<file path="src/rtl/bfha_ram.sv">
// generic single write port ram with registered read
`default_nettype none
module bfha_ram #(
	parameter int WIDTH = 8,
	parameter int DEPTH = 16
) (
	input  wire logic                     clk,
	input  wire logic                     we,
	input  wire logic [$clog2(DEPTH)-1:0] waddr,
	input  wire logic [WIDTH-1:0]         wdata,
	input  wire logic [$clog2(DEPTH)-1:0] raddr,
	output logic      [WIDTH-1:0]         rdata
);
	logic [WIDTH-1:0] mem [DEPTH];

	always_ff @(posedge clk) begin
		if (we) begin
			mem[waddr] <= wdata;
		end
		rdata <= mem[raddr];
	end
endmodule
`default_nettype wire

</file>
<file path="config.mk">
export PLATFORM = sky130hd
export DESIGN_NAME = bfha_ram
export DESIGN_NICKNAME = d
export VERILOG_FILES = /design/src/rtl/bfha_ram.sv
export SDC_FILE = /design/constraint.sdc
export NUM_CORES = 1
export LEC_CHECK = 0
export ABC_AREA = 1
export BUFFER_PORTS_ARGS = -buffer_cell sky130_fd_sc_hd__buf_2
export CAP_MARGIN = 20
export CORE_MARGIN = 3
export CORE_UTILIZATION = 40
export CTS_CLUSTER_SIZE = 10
export DETAILED_ROUTE_END_ITERATION = 10
export PLACE_DENSITY = 0.57
export SLEW_MARGIN = 20
export SYNTH_ARGS = -nofsm -noshare
export SYNTH_HDL_FRONTEND = slang
export SYNTH_SLANG_ARGS = --single-unit
</file>
<file path="constraint.sdc">
create_clock -name clk -period 1.2 [get_ports clk]
set_clock_uncertainty 0.05 [all_clocks]
set_input_delay 0 -clock clk [delete_from_list [all_inputs] [get_ports clk]]
set_output_delay 0 -clock clk [all_outputs]
set_load 0.01 [all_outputs]
</file>
==> results of run 1 <==
-- layout by cell type, fill, tap and decap left out, types with 3 or more instances in the layout --
cell / instances
buf_4: 22
buf_2: 25
clkbuf_16: 17
dlygate4sd3_1: 8
nor2_1: 17
nand3_1: 97
buf_12: 6
dfxtp_1: 8
clkbuf_8: 3
edfxtp_1: 128
clkbuf_1: 7
clkinv_1: 3
nand2_1: 173
inv_1: 100
-- layer usage --
metal / share of wire [%] / vias up / wire length [um] / track usage [%]
li1: - / 1891 / - / -
met5: 0 / - / 0 / 0
met3: 3.6 / 21 / 481 / 3.520
met2: 50 / 95 / 6558 / 28.83
met1: 45 / 1807 / 5915 / 22.68
met4: 2.1 / 0 / 276 / 7.256
-- registers in the layout, indices dropped and copies added, names as in the netlist --
name	cells
mem	128
rdata	8
-- what timing repair did --
item | in CTS | in global routing
hold endpoints to repair | 104 | 0
hold buffers | 8 | 0
setup endpoints to repair | 0 | 0
-- final cells by class --
type / count / area (um2) / share of cell area, %
repair buffers: 61 / 490.5 / 7.129
clock buffers: 27 / 493.0 / 7.165
multi-input cells: 289 / 1214 / 17.64
flip-flops and latches: 136 / 4004 / 58.19
clock inverters: 5 / 71.32 / 1.037
well taps: 180 / 225.2 / 3.273
inverters: 102 / 382.9 / 5.565
-- metrics by stage --
| step | instances | power, mW |
|---|---|---|
| 2_1_floorplan | 551 | 5.825 |
| 3_3_place_gp | 760 | 6.144 |
| 3_5_place_dp | 760 | 6.152 |
| 4_1_cts | 800 | 11.12 |
| 5_1_grt | 800 | 11.42 |
| 6_report | 800 | 11.04 |
-- power by group through the flow --
stage | Combinational, mW | Clock, mW | Sequential (mW)
global placement | 0.698 | 0 | 5.45
floorplan | 0.375 | 0 | 5.45
finish | 0.715 | 4.98 | 5.35
CTS | 0.726 | 5.04 | 5.35
global route | 0.796 | 5.26 | 5.36
detailed placement | 0.704 | 0 | 5.45
-- path summary, 6_finish.rpt --
path | slack [ns] | from | depth (start not counted) | endpoint
worst min register to register | 0.61 | mem[10][7] | 6 | rdata[7]
worst min-delay path | 0.02 | wdata[3] | 1 | mem[9][3]
worst max register to register | 0.11 | mem[5][3] | 6 | rdata[3]
worst max-delay path | 0.11 | mem[5][3] | 6 | rdata[3]
-- kinds of logic (layout without fill, tap and decap cells) --
family	Yosys count	in the layout	share of synthesized area [%]
AND/OR/NAND/NOR	289	289	21.05
flip-flops	136	136	69.43
buffers and inverters	126	195	9.525
==> impl_metrics.env, run 1 <==
export IMPL_status="completed"
export IMPL_synth_area_leaders="edfxtp_1 67%, nand2_1 11%, nand3_1 8.4%, inv_1 6.5%, dfxtp_1 2.8%"
export IMPL_power_leakage_nw=2.993
export IMPL_portBuffers=25
export IMPL_synth_edf_count=128
export IMPL_cp_arrival_ns=1.33
export IMPL_max_cap_violations=0
export IMPL_period_needed_ns=1.088
export IMPL_clk_pin_slew_ns=0.05
export IMPL_synth_nets=569
export IMPL_die_y_um=126.1
export IMPL_power_frac_comb_pct=6.5
export IMPL_insertion_delay_ns=0.42
export IMPL_fin_ws_ns=0.1122
export IMPL_cts_root_buffer="clkbuf_16"
export IMPL_max_slew_margin_pct=71.63
export IMPL_tightest_slew_ns=0.4255
export IMPL_fmax_ghz=0.9192
export IMPL_layout_nets=625
export IMPL_numCtsBuffers=17
export IMPL_postCtsSetupBuffers=0
export IMPL_drive_above_1_share_pct=12.42
export IMPL_yosysWarnings=0
export IMPL_crit_type="register to register"
export IMPL_max_stage_delay_ns=0.37
export IMPL_place_ws_ns=0.05252
export IMPL_fin_hold_ws_ns=0.01725
export IMPL_drc=0
export IMPL_synth_area_um2=5767
export IMPL_overflow=0
export IMPL_vias=3814
export IMPL_final_util_pct=49.19
export IMPL_vias_per_cell=4.768
export IMPL_coreArea_um2=13990
export IMPL_htree_levels=4
export IMPL_synth_top_cell_area_share_pct=66.65
export IMPL_p_sw_mw=2.283
export IMPL_fp_dieW_um=126.1
export IMPL_critPathRequiredTime_ns=1.44
export IMPL_timing_final_crit_share_pct=90.65
export IMPL_hold_viol_final=0
export IMPL_gp_congestion=0.7973
export IMPL_cts_tree="yes"
export IMPL_synth_cell_types=12
export IMPL_dr_pass1_iters=5
export IMPL_crit_fanout=1
export IMPL_antenna_found_initial=0
export IMPL_fin_tns_setup_ns=0
export IMPL_ios=26
export IMPL_finalMaxSlewViolations=0
export IMPL_synth_most_common_cell="nand2_1"
export IMPL_num_fill_cells=1309
export IMPL_grt_pass1_wl_um=20780
export IMPL_cts_sinks=136
export IMPL_crit_family="simple AND/OR/NAND/NOR gates"
export IMPL_setup_viol=0
export IMPL_switching_share_pct=20.68
export IMPL_detail_route_wl_per_cell_um=16.54
export IMPL_syn_inst=551
export IMPL_synth_avg_cell_area_um2=10.47
export IMPL_stdcell_area_um2=6880
export IMPL_synth_async_sr_flop_share_pct=0
export IMPL_ir_drop_mv=0.9002
export IMPL_seq_area_frac_synth_pct=69.43
export IMPL_path_cells="inv_1 -> nand2_1 -> nand3_1 -> nand3_1 -> nand3_1 -> nand2_1"
export IMPL_ant_nets=0
export IMPL_synth_seq_cells=136
export IMPL_synth_ff_type="edfxtp_1"
export IMPL_cts_resized_gates=0
export IMPL_cp_end_kind="register"
export IMPL_cts_buffer_depth=2
export IMPL_drt_total_wl_um=13230
export IMPL_rows=43
export IMPL_grtUsageTotal_pct=17.49
export IMPL_pwr_share_clk_pct=45.1
export IMPL_crit_path_frequent_cell="nand3_1"
export IMPL_p_int_mw=8.760
export IMPL_cp_start_kind="register"
export IMPL_grt_pass1_vias=3735
export IMPL_crit_path_top_delay_cell="edfxtp_1"
export IMPL_grt_max_degree=65
export IMPL_hold_class="input pin to register"
export IMPL_cp_num_buf_inv=1
export IMPL_synth_cells_most_frequent="173 x nand2_1, 128 x edfxtp_1, 100 x inv_1, 97 x nand3_1, 17 x nor2_1"
export IMPL_area_growth_pct=19.31
export IMPL_diodes=0
export IMPL_die_area_um2=15890
export IMPL_hpwl_um=8377
export IMPL_synth_top_cell_by_area="edfxtp_1"
export IMPL_initial_core_util_pct=41.23
export IMPL_power_density_nw_per_um2=1605
export IMPL_seq_power_share_pct=48.4
export IMPL_dpl_instance_area_um2=6236
export IMPL_first_iter_violations=300
export IMPL_rsz0062_at_grt="no"
Note: power is estimated with default switching activity, not from simulation.
==> run 2, diff against run 1 <==
--- a/config.mk
+++ b/config.mk
@@ -13,6 +13,7 @@
 export CTS_CLUSTER_SIZE = 10
 export DETAILED_ROUTE_END_ITERATION = 10
 export PLACE_DENSITY = 0.57
+export RECOVER_POWER = 100
 export SLEW_MARGIN = 20
 export SYNTH_ARGS = -nofsm -noshare
 export SYNTH_HDL_FRONTEND = slang
==> impl_metrics.env, run 2 (synthesis gave the netlist of run 1 again) <==
export IMPL_grt_pass1_vias=3735
export IMPL_cp_end_kind="register"
export IMPL_area_growth_pct=17.90
export IMPL_reg2reg_setup_slack_ns=0.12
export IMPL_fp_dieW_um=126.1
export IMPL_hold_viol_final=0
export IMPL_cts_resized_gates=0
export IMPL_setup_viol=0
export IMPL_cts_sinks=136
export IMPL_pwr_share_clk_pct=45.2
export IMPL_p_int_mw=8.743
export IMPL_path_cells="inv_1 -> nand2_1 -> nand3_1 -> nand3_1 -> nand3_1 -> nand2_1"
export IMPL_crit_family="simple AND/OR/NAND/NOR gates"
export IMPL_initial_core_util_pct=41.23
export IMPL_cp_start_kind="register"
export IMPL_critPathRequiredTime_ns=1.44
export IMPL_rsz0062_at_grt="no"
export IMPL_numCtsBuffers=17
export IMPL_cp_arrival_ns=1.32
export IMPL_die_area_um2=15890
export IMPL_tightest_slew_ns=0.9738
export IMPL_grt_pass1_wl_um=20780
export IMPL_largest_register="mem"
export IMPL_drc=0
export IMPL_r2r_start="mem[5][3]"
export IMPL_max_cap_violations=0
export IMPL_htree_levels=4
export IMPL_layout_nets=625
export IMPL_whs_endpoint="rdata[6]"
export IMPL_ant_nets=0
export IMPL_cts_tree="yes"
export IMPL_crit_path_top_delay_cell="edfxtp_1"
export IMPL_insertion_delay_ns=0.42
export IMPL_die_y_um=126.1
export IMPL_cts_hold_buf=8
export IMPL_gp_congestion=0.7973
export IMPL_fmax_ghz=0.9292
export IMPL_postCtsSetupBuffers=0
export IMPL_coreArea_um2=13990
export IMPL_largest_reg_flops=128
export IMPL_portBuffers=25
export IMPL_crit_fanout=1
export IMPL_first_iter_violations=275
export IMPL_switching_share_pct=20.80
export IMPL_diodes=0
export IMPL_cp_num_buf_inv=1
export IMPL_grt_max_degree=65
export IMPL_crit_type="register to register"
export IMPL_antenna_found_initial=0
export IMPL_cts_buffer_depth=2
export IMPL_vias=3811
export IMPL_power_density_nw_per_um2=1624
export IMPL_cts_root_buffer="clkbuf_16"
export IMPL_hp_start="raddr[2]"
export IMPL_most_common_layout_cells="173 x nand2_1, 128 x edfxtp_1, 100 x inv_1"
export IMPL_layout_commonest_cell="nand2_1"
export IMPL_max_stage_delay_ns=0.36
export IMPL_crit_path_frequent_cell="nand3_1"
export IMPL_ir_drop_mv=0.8984
export IMPL_p_sw_mw=2.296
export IMPL_drive_above_1_share_pct=7.419
export IMPL_cp_depth=6
export IMPL_power_leakage_nw=2.883
export IMPL_overflow=0
export IMPL_timing_final_crit_share_pct=89.68
export IMPL_status="completed"
export IMPL_vias_per_cell=4.764
export IMPL_finalMaxSlewViolations=0
export IMPL_top_regs="mem (128), rdata (8)"
export IMPL_detail_route_wl_per_cell_um=16.65
export IMPL_rr_worst_depth=6
export IMPL_hold_class="input pin to register"
export IMPL_power_frac_comb_pct=6.3
export IMPL_seq_power_share_pct=48.5
export IMPL_hpwl_um=8377
export IMPL_reg2reg_to="rdata[3]"
export IMPL_period_needed_ns=1.076
export IMPL_rows=43
export IMPL_fin_hold_ws_ns=0.1228
export IMPL_drt_total_wl_um=13320
export IMPL_dr_pass1_iters=4
export IMPL_grtUsageTotal_pct=17.49
export IMPL_ios=26
export IMPL_hold_path_cell_count=5
export IMPL_max_slew_margin_pct=35.08
export IMPL_clk_pin_slew_ns=0.05
export IMPL_fin_tns_setup_ns=0
run 2: power groups by stage:
stage / sequential, mW / clock, mW / combinational, mW
after detailed placement: 5.45 / 0 / 0.704
after floorplan: 5.45 / 0 / 0.375
after CTS: 5.35 / 5.04 / 0.726
after global placement: 5.45 / 0 / 0.698
final: 5.35 / 4.99 / 0.696
after global routing: 5.36 / 5.26 / 0.777
run 2: final cells by class:
class                   count  area (um2)
repair buffers             61       409.1
well taps                 180       225.2
clock inverters             5       71.32
inverters                 102       382.9
clock buffers              27       493.0
flip-flops and latches    136        4004
fillers                  1334        7189
multi-input cells         289        1214
run 2: layer usage:
metal | vias up | track usage (%) | part of all wire (%)
li1 | 1889 | - | -
met1 | 1816 | 22.68 | 44
met5 | - | 0 | 0
met4 | 0 | 7.256 | 2.1
met2 | 86 | 28.83 | 49
met3 | 20 | 3.520 | 4.3
run 2: worst register-to-register path, delay by kind of cell, from the launching register on:
family | cells | cell delay, ns
and+or+nand+nor | 5 | 0.49
DFF | 1 | 0.36
buffers and inverters | 1 | 0.06
run 2: per-stage QoR:
step | area [um2] | instances | total power, mW | setup WS [ns] | utilization [%]
after global routing | 6799 | 800 | 11.40 | 0.03786 | 48.60
after floorplan | 5767 | 551 | 5.825 | 0.1992 | -
final | 6799 | 800 | 11.04 | 0.1238 | 48.60
after detailed placement | 6236 | 760 | 6.152 | 0.05252 | 44.58
after global placement | 6236 | 760 | 6.144 | 0.05801 | 44.58
after CTS | 6880 | 800 | 11.12 | 0.1089 | 49.19
run 2: worst max path at each step:
stage          startpoint         end  slack [ns]
2_1_floorplan    waddr[2]  mem[10][0]        0.20
3_3_place_gp     raddr[0]    rdata[3]        0.06
3_5_place_dp     raddr[0]    rdata[3]        0.05
4_1_cts         mem[5][3]    rdata[3]        0.11
5_1_grt         mem[5][3]    rdata[3]        0.04
6_report        mem[5][3]    rdata[3]        0.12
